$ cat config.mk
export PLATFORM = sky130hd
export DESIGN_NAME = vvls_isqrt
export DESIGN_NICKNAME = d
export VERILOG_FILES = /design/src/design/assert_macros.svh /design/src/design/vvls_isqrt.sv
export SDC_FILE = /design/constraint.sdc
export NUM_CORES = 2
export LEC_CHECK = 0
export BUFFER_PORTS_ARGS = -buffer_cell sky130_fd_sc_hd__buf_4
export CAP_MARGIN = 20
export CORE_MARGIN = 10
export CORE_UTILIZATION = 64
export CTS_BUF_LIST = sky130_fd_sc_hd__clkbuf_8
export CTS_CLUSTER_DIAMETER = 100
export DETAILED_ROUTE_END_ITERATION = 10
export GPL_ROUTABILITY_DRIVEN = 0
export PLACE_DENSITY = 0.82
export SYNTH_ARGS = -nofsm -noshare
export SYNTH_HDL_FRONTEND = slang
export SYNTH_MEMORY_MAX_BITS = 65536
export SYNTH_SLANG_ARGS = --single-unit
$ cat constraint.sdc
create_clock -name aclk -period 9.86 [get_ports aclk]
set_input_delay 1.972 -clock aclk [delete_from_list [all_inputs] [get_ports aclk]]
set_output_delay 1.972 -clock aclk [all_outputs]
set_load 0.05 [all_outputs]
$ cat src/design/assert_macros.svh
// Assertion macros for the integrator design files.
`ifndef ASSERT_MACROS_SVH
`define ASSERT_MACROS_SVH

// Same-cycle implication, disabled while reset is asserted.
`define VVLS_ASSERT_IMPLY(label, clk, rst_n, pre, post) \
    label: assert property (@(posedge clk) disable iff (!rst_n) (pre) |-> (post)) \
        else $error("integrator assertion failed");

// Next-cycle implication, disabled while reset is asserted.
`define VVLS_ASSERT_NEXT(label, clk, rst_n, pre, post) \
    label: assert property (@(posedge clk) disable iff (!rst_n) (pre) |=> (post)) \
        else $error("integrator assertion failed");

`endif

$ cat src/design/vvls_isqrt.sv
// Pipelined integer square root (floor), one root bit per stage.
module vvls_isqrt #(
    parameter int IW = 64
) (
    input  logic                aclk,
    input  logic                en,
    input  logic [IW-1:0]       radicand,
    output logic [IW/2-1:0]     root
);

    localparam int RW   = IW / 2;
    localparam int REMW = RW + 2;

    logic [REMW-1:0] rem_reg   [RW];
    logic [RW-1:0]   root_reg  [RW];
    logic [IW-1:0]   rest_reg  [RW];
    logic [REMW-1:0] rem_next  [RW];
    logic [RW-1:0]   root_next [RW];
    logic [IW-1:0]   rest_next [RW];

    // Each stage brings down two radicand bits and tries the next root bit.
    always_comb begin
        logic [REMW-1:0] rem_in;
        logic [RW-1:0]   root_in;
        logic [IW-1:0]   rest_in;
        logic [REMW+1:0] cur;
        logic [REMW+1:0] trial;
        logic            ge;
        for (int s = 0; s < RW; s++) begin
            if (s == 0) begin
                rem_in  = '0;
                root_in = '0;
                rest_in = radicand;
            end else begin
                rem_in  = rem_reg[s-1];
                root_in = root_reg[s-1];
                rest_in = rest_reg[s-1];
            end
            cur   = {rem_in, rest_in[IW-1:IW-2]};
            trial = (REMW+2)'({root_in, 2'b01});
            ge    = (cur >= trial);
            rem_next[s]  = ge ? REMW'(cur - trial) : REMW'(cur);
            root_next[s] = {root_in[RW-2:0], ge};
            rest_next[s] = {rest_in[IW-3:0], 2'b00};
        end
    end

    always_ff @(posedge aclk) begin
        if (en) begin
            for (int s = 0; s < RW; s++) begin
                rem_reg[s]  <= rem_next[s];
                root_reg[s] <= root_next[s];
                rest_reg[s] <= rest_next[s];
            end
        end
    end

    assign root = root_reg[RW-1];

endmodule

==> metrics <==
RSZ-0062 raised after global routing=no; worst rel slew slack=about a quarter; Crit. End Element=flip-flop; Distinct cells, synth=90; Gate power share=21.6%; Clock Skew=about 110 ps; PwrDens=224 nW/um^2; PostCTS Resize Cnt=0; Setup Buffers After CTS=0; DIE HEIGHT=approximately 450 um; critical path peak fanout=20; Seq/Total Area, Yosys=64.3%; Pleak=49.7 nW; clk sinks=2,523; Remaining DRCs=0; cells after synthesis=between 9,000 and 10,000; crit-path cells=or4_1 -> or3_4 -> or4_1 -> or3_1 -> or4_1 -> or3b_1 -> or2_1 -> nor2_1 -> xor2_1; Peak Freq=around 230 MHz; max incr delay on CP=between 800 and 900 ps; Slew Viols, Final=0; Max-cap violations=0; clock network power share=28.4%; FF+latch count, synth=2,523; Clock Latency Late Sink=approximately 1100 ps; Synth Warn #=0; max reg flops=1,003; initial antenna violation count=2; CP Data Arrival Time=5050 ps; Power Internal=0.0204 W; hold buffers post-CTS=0; Core ar.=183,000 um^2; Worst Hold Class=flip-flop to flip-flop; Post-Syn Area=118,000 um^2; number of synthesized flops with an enable pin=2,523; vias=73,100; Worst Tran Pin Value=~1100 ps; top cell type's share of synthesized area=roughly 64%; clk root buf=clkbuf_8; Flop pwr share=50.0%; num rows=157; P&R area growth vs syn=9.31%; via/cell ratio=roughly 6; Clock Path Buffers=4; Buffers on Ports=97; # IOs=around 100; worst path required time=10,630 ps; r2r setup slk=5570 ps; VDD IR max=0.175 mV; largest net degree at the start of global routing=about 210; fin worst setup slack=about 5600 ps; FF+latch area=75,800 um^2; Synth Net Count=a little under 10,000; Max H-tree Level=5; Detail Route Antenna Nets=0; switching part of the total=29.2%; Die Wd=449 um; Post-synth top cells=edfxtp_1 (2,523), inv_1 (706), a21oi_1 (648); Die ar.=~200,000 um^2; fin crit share=43.5%; initial DRC count=slightly below 7,000; dpl hpwl=162 mm; Post-Syn Area per Cell=12.9 um^2; top post-synthesis cells by area=edfxtp_1 (64%), ha_1 (6.0%), xnor2_1 (3.2%); status=completed; P_sw=0.00842 W; CP Launch Type=flip-flop; CP Class=flip-flop to flip-flop; Routed WL per cell=approximately 19 um; cell with the most instances after synthesis=edfxtp_1; All-Layer GR Usage=22.3%; first-pass GRT wire length=368 mm; Core Util, Final=70.4%; post-route setup TNS=0 ps; Overflow after GRT=0; fraction of layout cells with a size suffix above 1=roughly 8.1%; worst slack at placement=between 5000 and 6000 ps; Final setup viols=0; CP Buf/Inv Count=0; Initial Utilization=64.4%; vias in the first global route=71,400; Primary FF master, synth=edfxtp_1; critical path's most frequent cell=or4_1; Crit-path slowest cell=or4_1; nets=between 10,000 and 15,000; min cycle time layout=4290 ps; final hold violation count=0; post-synth top area cell=edfxtp_1; DR pass1 iterations=7; clock tree from TritonCTS=done; Clk pin slew, worst setup/hold paths=about 60 ps; Post-synth ARST share=0%; Top delay family on crit path=simple AND/OR/NAND/NOR gates; area of the multi-input gates=38,800 um^2; Num CTS Buffers=400; fillcell total=12,000; WL final=232 mm
[placed cells by master, fill, tap and decap left out, types with 97 or more instances in the layout]
master and instances:
nand2_1 579, a21o_1 209, ha_1 562, nor4_1 117
nor2_1 645, nand4_1 100, edfxtp_1 2523, clkbuf_8 406
xnor2_1 426, nand2b_1 119, nand3_1 171, buf_4 129
o21ai_0 392, nor3_1 229, a21oi_1 646, xor2_1 422
clkinv_1 125, inv_1 802, or3_1 97
[kinds of logic after synthesis]
kind of cell               count (synthesis)  share of synthesized area, %
DFF                                     2523                          64.3
and+or+nand+nor                         2413                          10.1
AOI/OAI and AO/OA                       1818                          9.58
buffers and inverters                    905                          2.92
xor gates and xnor gates                 848                          6.30
adders and majority gates                562                          5.97
muxes                                     93                         0.881
other                                      1                       0.00318
[worst reg2reg max path, cell delays in order (launching register included)]
cell	delay [ps]
edfxtp_1	450
or4_1	540
or3_4	370
or4_1	480
or3_1	390
or4_1	870
or3b_1	370
or2_1	270
nor2_1	110
xor2_1	150
[layout make-up]
class                   instances  area share, %
clock inverters               289           1.31
well taps                    2464           2.39
repair buffers                145          0.985
clock buffers                 406           4.34
multi-input cells            5735           30.1
inverters                     709           2.07
diodes                          3        0.00583
flip-flops and latches       2523           58.8
[worst paths after layout]
path,startpoint,to,depth (start not counted)
hold reg to reg,rest_reg[0][10],rest_reg[0][74],0
setup / recovery,rem_reg[0][258],rem_reg[0][300],9
setup reg to reg,rem_reg[0][258],rem_reg[0][300],9
hold / removal,rest_reg[0][10],rest_reg[0][74],0
[power by group through the flow]
stage               Sequential [W]  Clock, W  Combinational [W]
floorplan                   0.0143         0            0.00457
global placement            0.0146         0            0.00581
detailed placement          0.0146         0            0.00606
CTS                         0.0144   0.00841            0.00612
global route                0.0145   0.00889            0.00683
finish                      0.0144   0.00820            0.00622
[per-layer routing]
| layer | routed length (um) | GRT usage [%] |
|---|---|---|
| met2 | 116000 | 38.3 |
| met4 | 10100 | 9.86 |
| met3 | 13000 | 3.59 |
| met1 | 93000 | 27.9 |
| met5 | 0 | 0 |
[stage by stage]
| step | power, W | hold slack (ps) | instance area (um^2) | std cells |
|---|---|---|---|---|
| floorplan | 0.0188 | 400 | 118000 | 9163 |
| global placement | 0.0204 | 400 | 122000 | 11600 |
| detailed placement | 0.0207 | 405 | 122000 | 11600 |
| CTS | 0.0290 | 378 | 129000 | 12300 |
| global route | 0.0303 | 390 | 129000 | 12300 |
| finish | 0.0289 | 376 | 129000 | 12300 |
No activity file was read; power rests on OpenSTA's default activity.
