**src/design/assert_macros.svh**
```systemverilog
// Assertion macros for the integrator design files.
`ifndef ASSERT_MACROS_SVH
`define ASSERT_MACROS_SVH

// Same-cycle implication, disabled while reset is asserted.
`define VVLS_ASSERT_IMPLY(label, clk, rst_n, pre, post) \
    label: assert property (@(posedge clk) disable iff (!rst_n) (pre) |-> (post)) \
        else $error("integrator assertion failed");

// Next-cycle implication, disabled while reset is asserted.
`define VVLS_ASSERT_NEXT(label, clk, rst_n, pre, post) \
    label: assert property (@(posedge clk) disable iff (!rst_n) (pre) |=> (post)) \
        else $error("integrator assertion failed");

`endif

```
**src/design/vvls_delay.sv**
```systemverilog
// Enabled delay line that carries a valid bit and a payload word.
module vvls_delay #(
    parameter int W     = 8,
    parameter int DEPTH = 4
) (
    input  logic         aclk,
    input  logic         aresetn,
    input  logic         en,
    input  logic         in_valid,
    input  logic [W-1:0] in_data,
    output logic         out_valid,
    output logic [W-1:0] out_data
);

    logic [DEPTH-1:0] valid_reg;
    logic [W-1:0]     data_reg [DEPTH];

    // Valid bits are control state and clear on reset.
    always_ff @(posedge aclk) begin
        if (!aresetn) begin
            valid_reg <= '0;
        end else if (en) begin
            valid_reg[0] <= in_valid;
            for (int i = 1; i < DEPTH; i++) begin
                valid_reg[i] <= valid_reg[i-1];
            end
        end
    end

    // Payload shifts without reset.
    always_ff @(posedge aclk) begin
        if (en) begin
            data_reg[0] <= in_data;
            for (int i = 1; i < DEPTH; i++) begin
                data_reg[i] <= data_reg[i-1];
            end
        end
    end

    assign out_valid = valid_reg[DEPTH-1];
    assign out_data  = data_reg[DEPTH-1];

endmodule

```
**config.mk**
```make
export PLATFORM = sky130hd
export DESIGN_NAME = vvls_delay
export DESIGN_NICKNAME = d
export VERILOG_FILES = /design/src/design/assert_macros.svh /design/src/design/vvls_delay.sv
export SDC_FILE = /design/constraint.sdc
export NUM_CORES = 1
export LEC_CHECK = 0
export BUFFER_PORTS_ARGS = -buffer_cell sky130_fd_sc_hd__clkbuf_2
export CORE_MARGIN = 2
export CORE_UTILIZATION = 50
export CTS_BUF_LIST = sky130_fd_sc_hd__clkbuf_8
export DETAILED_ROUTE_END_ITERATION = 6
export GPL_TIMING_DRIVEN = 0
export PLACE_DENSITY = 0.76
export SETUP_SLACK_MARGIN = 0.2
export SLEW_MARGIN = 20
export SYNTH_ARGS = -nofsm -noshare
export SYNTH_HDL_FRONTEND = slang
export SYNTH_SLANG_ARGS = --single-unit
```
**constraint.sdc**
```tcl
create_clock -name aclk -period 0.8 [get_ports aclk]
set_input_delay 0.04 -clock aclk [delete_from_list [all_inputs] [get_ports aclk]]
set_output_delay 0.04 -clock aclk [all_outputs]
set_load 0.05 [all_outputs]
```
==> impl_metrics.csv, run 1 <==
group,metric,value,unit
run_status,status,"complete, but fails checks",
run_status,violations,"negative hold slack, negative setup slack",
die,rows,17,
hold_path,hold_path.class,"input pin to flip-flop",
die,start_util,51.5,%
clocking,post_cts_buffers,0,
logic_synthesis,synthArstFlopShare,0,%
worst_setup_path,crit_buf_inv,1,
timing,setup_viol_count_final,9,
worst_setup_path,crit_slowest_cell,"edfxtp_1",
hold_path,hp-start,"in_data[0]",
logic_synthesis,synth_top_area_share,86.0,%
die,coreArea,2170,um2
logic_synthesis,syn_inst,45,
logic_synthesis,synth.most_common_cell,"edfxtp_1",
logic_synthesis,yosysSeqAreaShare,93.2,%
timing,relSlewSlack,83.4,%
global_route,grt_remaining_overflow,0,
worst_setup_path,r2r-start,"valid_reg[3]",
timing,drv_slew,0,
worst_setup_path,cp-startpoint,"data_reg[3][4]",
timing,tightest_slew,0.249,ns
logic_synthesis,ys.flop_type,"edfxtp_1",
layout,fin_util,66.3,%
clocking,cts_buffers,5,
layout,largest_reg_flops,32,
clocking,cts.sinks,36,
timing,hold_viol,8,
logic_synthesis,synth.distinct_cells,5,
route,drt-initial-drc-count,14,
timing,rsz0062_at_grt,"true",
route,routedLengthMet1,438,um
layout,final_nets,84,
worst_setup_path,r2r_slack,0.13,ns
clocking,clk_pin_slew_worst_paths,0.06,ns
worst_setup_path,cpPeakStageDelay,0.38,ns
layout,design_area,1440,um2
timing,tns,-0.545,ns
pwr,ir_drop,1.68,mV
placement,dpl-instance-area,1260,um2
pwr,power_density,2450,nW/um2
global_route,antenna_found_initial,0,
route,wl_met2,562,um
timing,max_freq,1140,MHz
layout,ff_latch_area,1050,um2
timing,layout_min_cycle_time,0.874,ns
logic_synthesis,synth.area.top_cells,"edfxtp_1, dfxtp_1, mux2i_1, nor2b_1, buf_6",
clocking,clk_latency,0.27,ns
route,ant_nets,0,
worst_setup_path,path_class,"flip-flop to output port",
logic_synthesis,synth_common_cells,"edfxtp_1, dfxtp_1, mux2i_1, nor2b_1, buf_6",
route,met3WireLength,96,um
die,ios,21,
route,drc,0,
logic_synthesis,syn_avg_cell_area,24.8,um2
global_route,grt_pass1_vias,475,
logic_synthesis,yosys_warnings,0,
global_route,grt_max_degree,34,
layout,antenna_cells,0,
run,maxCapViolCount,0,
route,top_layer,"met3",
route,avgViaCountPerCell,4.56,
logic_synthesis,synth_top_area_cell,"edfxtp_1",
route,postRouteWirelength,1100,um
route,first_pass_iters,2,
timing,fin_ws,-0.0742,ns
clocking,htree_num_levels,2,
logic_synthesis,synthesis.area,1120,um2
clocking,root_buffer,"clkbuf_8",
clocking,clock_path_buffers,2,
worst_setup_path,path_cells,"clkbuf_8",
layout,synthToLayoutAreaGrowth,28.7,%
logic_synthesis,synth-seq-cells,36,
die,design.die.area,2630,um2
pwr,leakage,0.546,nW
global_route,grt_usage,10.3,%
worst_setup_path,critPathArrivalTime,0.83,ns
die,die_height,51.3,um
layout,drive_above_1_share,39.7,%
logic_synthesis,synth_fp_nets,57,
layout,multi_input_area,65.1,um2
worst_setup_path,required,0.76,ns
placement,placement.io_buffers,20,
worst_setup_path,critPathLaunchType,"flip-flop",
placement,place_congestion,0.581,
logic_synthesis,synth_edf_count,32,
worst_setup_path,crit_family,"flip-flops",
layout,n_fill_cell,147,
worst_setup_path,end_kind,"output port",
route,drt-wirelength-per-cell,10.9,um
timing,skew,0.00335,ns
worst_setup_path,critPathMaxFanout,1,
route,num_vias,461,
timing,period_share,109,%
clocking,cts_tree,"done",
die,die_x,51.3,um
timing,hold_ws,-0.0529,ns
global_route,grt_pass1_wl,1850,um
final cells by class:
| cell class | count | area share [%] |
|---|---|---|
| plain buffers | 1 | 0.783 |
| clock inverters | 3 | 0.783 |
| clock buffers | 5 | 4.79 |
| multi-input cells | 8 | 4.53 |
| flip-flops and latches | 36 | 72.8 |
| repair buffers | 20 | 13.8 |
| well taps | 28 | 2.44 |
stage by stage:
| step | std cells | power (mW) | setup WS, ns |
|---|---|---|---|
| 6_report | 101 | 3.53 | -0.0742 |
| 5_1_grt | 101 | 3.67 | -0.114 |
| 4_1_cts | 101 | 3.58 | -0.0901 |
| 3_5_place_dp | 93 | 2.43 | -0.462 |
| 3_3_place_gp | 93 | 2.42 | -0.368 |
| 2_1_floorplan | 45 | 2.34 | 0.127 |
cells in the final DEF (no fill, tap or decap):
cell type  count
dfxtp_2        2
dfxtp_1        1
inv_1          2
nor2b_1        4
mux2i_1        4
dfxtp_4        1
clkbuf_8      14
edfxtp_1      32
clkbuf_2      10
buf_6          1
clkbuf_16      1
clkinv_1       1
cell families (layout without fill, tap and decap cells):
| group | Yosys count | after routing | share of synthesized area (%) |
|---|---|---|---|
| multiplexers | 4 | 4 | 3.58 |
| flip-flops | 36 | 36 | 93.2 |
| buffers and inverters | 1 | 29 | 1.01 |
| AND/OR/NAND/NOR | 4 | 4 | 2.24 |
per-layer routing:
metal	up-vias	GRT usage (%)
met2	21	18.2
met1	217	9.34
li1	223	-
met4	0	6.58
met5	-	0
met3	0	4.68
path summary, 6_finish.rpt:
| kind | to | depth (start not counted) |
|---|---|---|
| setup / recovery | out_data[4] | 1 |
| hold / removal | data_reg[0][0] | 1 |
| setup reg to reg | valid_reg[3] | 2 |
| hold reg to reg | data_reg[2][7] | 0 |
what timing repair did:
item / CTS / global route
endpoints found under the hold margin: 8 / 8
setup endpoints to repair: 68 / 37
gates resized for setup: 22 / 1
power by group:
part           leakage, nW  switching [mW]  internal (mW)
logic                0.151           0.133         0.0882
registers            0.347          0.0302           2.18
clock network       0.0482           0.521          0.578
(Power assumes the default switching activity.)
==> run 2: changes to the inputs <==
--- a/config.mk
+++ b/config.mk
@@ -5,6 +5,7 @@
 export SDC_FILE = /design/constraint.sdc
 export NUM_CORES = 1
 export LEC_CHECK = 0
+export ABC_AREA = 1
 export BUFFER_PORTS_ARGS = -buffer_cell sky130_fd_sc_hd__clkbuf_2
 export CORE_MARGIN = 2
 export CORE_UTILIZATION = 50
==> impl_metrics.csv, run 2 <==
group,metric,value,unit
worst_setup_path,path_cells,"clkbuf_8",
logic_synthesis,synthMuxAreaShare,0,%
logic_synthesis,synth_edf_count,32,
timing,layout_min_cycle_time,0.887,ns
global_route,grt_pass1_wl,2150,um
logic_synthesis,synthArstFlopShare,0,%
hold_path,timing.hold.worst_path_depth,1,
worst_setup_path,crit_buf_inv,1,
layout,antenna_cells,0,
logic_synthesis,ys.flop_type,"edfxtp_1",
logic_synthesis,synth_common_cells,"edfxtp_1, nand2_1, nor2_1",
global_route,grt_pass1_vias,512,
timing,hold_ws,-0.0651,ns
worst_setup_path,required,0.76,ns
logic_synthesis,syn_inst,57,
hold_path,hold-path-endpoint,"data_reg[0][6]",
layout,layout_common_cells,"edfxtp_1, clkbuf_8, clkbuf_2, nor2_1, nand2_1",
clocking,clk_pin_slew_worst_paths,0.06,ns
route,ant_nets,0,
worst_setup_path,regToRegEndpoint,"data_reg[2][4]",
route,postRouteWirelength,1340,um
layout,final_nets,96,
layout,ff_latch_area,1050,um2
timing,setup_viol_count_final,9,
die,die_height,51.5,um
worst_setup_path,path_class,"flip-flop to output port",
logic_synthesis,yosys_warnings,0,
global_route,grt_usage,12.5,%
timing,relSlewSlack,83.3,%
die,start_util,52.0,%
die,coreArea,2170,um2
placement,place_ws,-0.327,ns
logic_synthesis,synth_top_area_cell,"edfxtp_1",
layout,drive_above_1_share,44.7,%
timing,tightest_slew,0.251,ns
die,die_x,51.5,um
logic_synthesis,synth.most_common_cell,"edfxtp_1",
clocking,cts_tree,"done",
global_route,grt_max_degree,34,
run_status,violations,"negative hold slack, negative setup slack",
global_route,antenna_found_initial,0,
die,design.die.area,2650,um2
layout,final_common_cell,"edfxtp_1",
clocking,clk_latency,0.28,ns
pwr,leakage,0.571,nW
placement,place_congestion,0.566,
timing,period_share,111,%
hold_path,hold_path.class,"input pin to flip-flop",
logic_synthesis,syn_avg_cell_area,19.8,um2
worst_setup_path,r2r_slack,0.16,ns
route,avgViaCountPerCell,4.68,
die,rows,17,
clocking,cts.sinks,36,
pwr,ir_drop,1.63,mV
pwr,power_density,2470,nW/um2
worst_setup_path,critPathLaunchType,"flip-flop",
clocking,cts_buffers,5,
logic_synthesis,synth_fp_nets,69,
layout,multi_input_area,72.6,um2
logic_synthesis,synth.distinct_cells,6,
run_status,status,"complete, but fails checks",
logic_synthesis,yosysSeqAreaShare,92.3,%
clocking,htree_num_levels,2,
placement,placement.io_buffers,20,
layout,n_fill_cell,158,
placement,place_hpwl,800,um
worst_setup_path,crit_slowest_cell,"edfxtp_1",
hold_path,hp-start,"in_data[6]",
route,drt-wirelength-per-cell,11.9,um
timing,rsz0062_at_grt,"true",
logic_synthesis,synth_top_area_share,85.2,%
timing,fin_ws,-0.0870,ns
layout,synthToLayoutAreaGrowth,29.6,%
timing,skew,0.00382,ns
clocking,clock_path_buffers,2,
worst_setup_path,crit_family,"flip-flops",
timing,max_freq,1130,MHz
route,drc,0,
clocking,root_buffer,"clkbuf_8",
logic_synthesis,synth_top_family_by_area,"simple AND/OR/NAND/NOR gates",
logic_synthesis,synth-seq-cells,36,
layout,largest_reg_flops,32,
pwr,total_power,3.62,mW
worst_setup_path,critPathMaxFanout,1,
logic_synthesis,synth_fa_ha_area_share,0,%
timing,hold_viol,8,
timing,drv_slew,0,
worst_setup_path,critPathArrivalTime,0.85,ns
worst_setup_path,reg2reg_depth,0,
worst_setup_path,end_kind,"output port",
worst_setup_path,r2r-start,"data_reg[1][4]",
worst_setup_path,cpPeakStageDelay,0.38,ns
logic_synthesis,synth_compound_area_share,0,%
route,first_pass_iters,4,
route,num_vias,529,
logic_synthesis,synth_xor_area_share,0,%
global_route,grt_remaining_overflow,0,
logic_synthesis,yosys.area_share.simple,5.33,%
die,ios,21,
route,drt-initial-drc-count,13,
logic_synthesis,synth.area.top_cells,"edfxtp_1, dfxtp_1, nand2_1, nor2_1, inv_1",
timing,tns,-0.635,ns
run,maxCapViolCount,0,
logic_synthesis,synthesis.area,1130,um2
run 2: timing repair:
| action | 4_1_cts | 5_1_grt |
|---|---|---|
| setup endpoints to repair | 69 | 37 |
| setup buffers | 0 | 0 |
| resized for setup | 26 | 6 |
| hold endpoints to repair | 10 | 8 |
| pin swaps | 1 | 1 |
run 2: how the worst max path moves through the flow:
stage	depth (start not counted)	slack (ns)	to	from
2_1_floorplan	0	0.16	out_data[0]	data_reg[3][0]
3_3_place_gp	5	-0.25	valid_reg[0]	en
3_5_place_dp	5	-0.33	valid_reg[1]	en
4_1_cts	1	-0.1	out_data[1]	data_reg[3][1]
5_1_grt	1	-0.12	out_data[5]	data_reg[3][5]
6_report	1	-0.09	out_data[1]	data_reg[3][1]
run 2: final cells by class:
class                           instances  area share (%)
Clock buffer                            5            4.71
Clock inverter                          3           0.771
Buffer                                  1           0.771
Sequential cell                        36            71.7
Multi-Input combinational cell         16            4.97
Timing Repair Buffer                   20            13.6
Inverter                                4            1.03
Tap cell                               28            2.40
run 2: report_power, final:
group,switching (mW),internal (mW),total [mW]
sequential,0.0416,2.19,2.23
clock,0.536,0.578,1.11
combinational,0.163,0.106,0.269
run 2: through the flow:
stage               utilization, %  instance area (um2)  cells  hold slack (ns)
detailed placement            58.4                 1270    105            0.219
global placement              58.4                 1270    105            0.216
CTS                           66.9                 1450    113          -0.0698
floorplan                        -                 1130     57            0.139
global route                  67.4                 1460    113          -0.0787
finish                        67.4                 1460    113          -0.0651
run 2: kinds of logic (layout without fill, tap and decap cells):
group         Yosys count  in the layout
buf+inv                 5             33
simple gates           16             16
flops                  36             36
run 2: per-layer routing:
metal | routed length [um] | up-vias | track usage [%]
li1 | - | 252 | -
met1 | 509 | 252 | 12.9
met4 | 16 | 0 | 5.26
met5 | 0 | - | 0
met3 | 117 | 2 | 7.89
met2 | 699 | 23 | 20.1
==> run 3: changes to the inputs <==
--- a/config.mk
+++ b/config.mk
@@ -8,11 +8,11 @@
 export ABC_AREA = 1
 export BUFFER_PORTS_ARGS = -buffer_cell sky130_fd_sc_hd__clkbuf_2
 export CORE_MARGIN = 2
-export CORE_UTILIZATION = 50
+export CORE_UTILIZATION = 45
 export CTS_BUF_LIST = sky130_fd_sc_hd__clkbuf_8
 export DETAILED_ROUTE_END_ITERATION = 6
 export GPL_TIMING_DRIVEN = 0
-export PLACE_DENSITY = 0.76
+export PLACE_DENSITY = 0.7
 export SETUP_SLACK_MARGIN = 0.2
 export SLEW_MARGIN = 20
 export SYNTH_ARGS = -nofsm -noshare
==> impl_metrics.csv, run 3 (same netlist as run 2, synthesis figures left out) <==
group,metric,value,unit
die,rows,18,
pwr,total_power,3.60,mW
route,drt-wirelength-per-cell,10.7,um
global_route,grt_pass1_vias,449,
layout,largest_reg_flops,32,
global_route,grt_pass1_wl,1960,um
worst_setup_path,end_kind,"output port",
layout,final_common_cell,"edfxtp_1",
clocking,cts_tree,"done",
layout,layout_common_cells,"edfxtp_1, clkbuf_8, clkbuf_2, nor2_1, nand2_1",
timing,skew,0.00621,ns
layout,fin_util,59.8,%
pwr,leakage,0.568,nW
route,num_vias,516,
timing,layout_min_cycle_time,0.882,ns
worst_setup_path,crit_buf_inv,1,
route,drc,0,
timing,hold_ws,-0.0586,ns
clocking,cts_buffers,5,
clocking,clock_path_buffers,2,
run,maxCapViolCount,0,
timing,setup_viol_count_final,9,
worst_setup_path,critPathArrivalTime,0.84,ns
timing,tightest_slew,0.393,ns
worst_setup_path,required,0.76,ns
placement,place_hpwl,751,um
timing,drv_slew,0,
clocking,clk_latency,0.27,ns
route,first_pass_iters,2,
layout,synthToLayoutAreaGrowth,29.0,%
route,avgViaCountPerCell,4.49,
worst_setup_path,path_cells,"clkbuf_8",
clocking,cts.sinks,36,
timing,max_freq,1130,MHz
worst_setup_path,critPathMaxFanout,1,
worst_setup_path,crit_slowest_cell,"edfxtp_1",
layout,ff_latch_area,1050,um2
timing,fin_ws,-0.0824,ns
layout,multi_input_area,67.6,um2
placement,placement.io_buffers,20,
clocking,htree_num_levels,2,
global_route,grt_usage,11.0,%
global_route,grt_remaining_overflow,0,
timing,relSlewSlack,73.8,%
layout,final_nets,96,
route,ant_nets,0,
die,die_height,54.1,um
worst_setup_path,crit_family,"flip-flops",
route,postRouteWirelength,1230,um
global_route,antenna_found_initial,0,
route,drt-initial-drc-count,18,
timing,rsz0062_at_grt,"true",
worst_setup_path,critPathLaunchType,"flip-flop",
die,coreArea,2430,um2
layout,antenna_cells,0,
placement,dpl-instance-area,1270,um2
pwr,power_density,2470,nW/um2
timing,period_share,110,%
run_status,violations,"negative hold slack, negative setup slack",
hold_path,hold_path.class,"input pin to flip-flop",
pwr,ir_drop,1.75,mV
timing,tns,-0.581,ns
layout,design_area,1450,um2
timing,hold_viol,8,
worst_setup_path,cpPeakStageDelay,0.38,ns
die,die_x,54.1,um
global_route,grt_max_degree,34,
clocking,post_cts_buffers,0,
placement,place_congestion,0.546,
layout,n_fill_cell,188,
die,design.die.area,2920,um2
die,start_util,46.3,%
run_status,status,"complete, but fails checks",
layout,drive_above_1_share,42.4,%
clocking,clk_pin_slew_worst_paths,0.06,ns
clocking,root_buffer,"clkbuf_8",
worst_setup_path,path_class,"flip-flop to output port",
die,ios,21,
[run 3: cell types whose count changed in the layout (fill, tap and decap cells not counted), sizes merged]
cell and change:
buf +2, clkbuf -2
[run 3: final timing paths]
check            startpoint             end  slack, ns  cells past startpoint
max          data_reg[3][2]     out_data[2]      -0.08                      1
min              in_data[1]  data_reg[0][1]      -0.06                      1
max reg2reg  data_reg[2][2]  data_reg[3][2]       0.17                      0
min reg2reg  data_reg[1][3]  data_reg[2][3]       0.42                      0
[run 3: area by class of cell]
class	instances	share of cell area [%]
Sequential cell	36	72.1
Buffer	1	0.775
Multi-Input combinational cell	16	4.65
Clock inverter	3	0.775
Timing Repair Buffer	20	13.3
Tap cell	30	2.58
Clock buffer	5	4.73
Inverter	4	1.03
[run 3: metrics by stage]
| stage | std cells | worst slack, ns |
|---|---|---|
| 2_1_floorplan | 57 | 0.159 |
| 3_3_place_gp | 107 | -0.271 |
| 3_5_place_dp | 107 | -0.333 |
| 4_1_cts | 115 | -0.0933 |
| 5_1_grt | 115 | -0.123 |
| 6_report | 115 | -0.0824 |
[run 3: repair_timing]
action / in CTS / in global routing
pin swaps: 1 / 3
resized for setup: 24 / 7
endpoints found under the hold margin: 10 / 8
endpoints found under the setup margin: 69 / 37
[run 3: per-layer routing]
layer,wire (um),global-route usage [%]
met5,0,0
met4,26,7.50
met3,100,8.33
met2,634,15.2
met1,467,11.4
[run 3: report_power, final]
part           internal, mW  switching (mW)  leakage, nW
logic                 0.103           0.160        0.172
registers              2.19          0.0395        0.348
clock network         0.578           0.524       0.0482
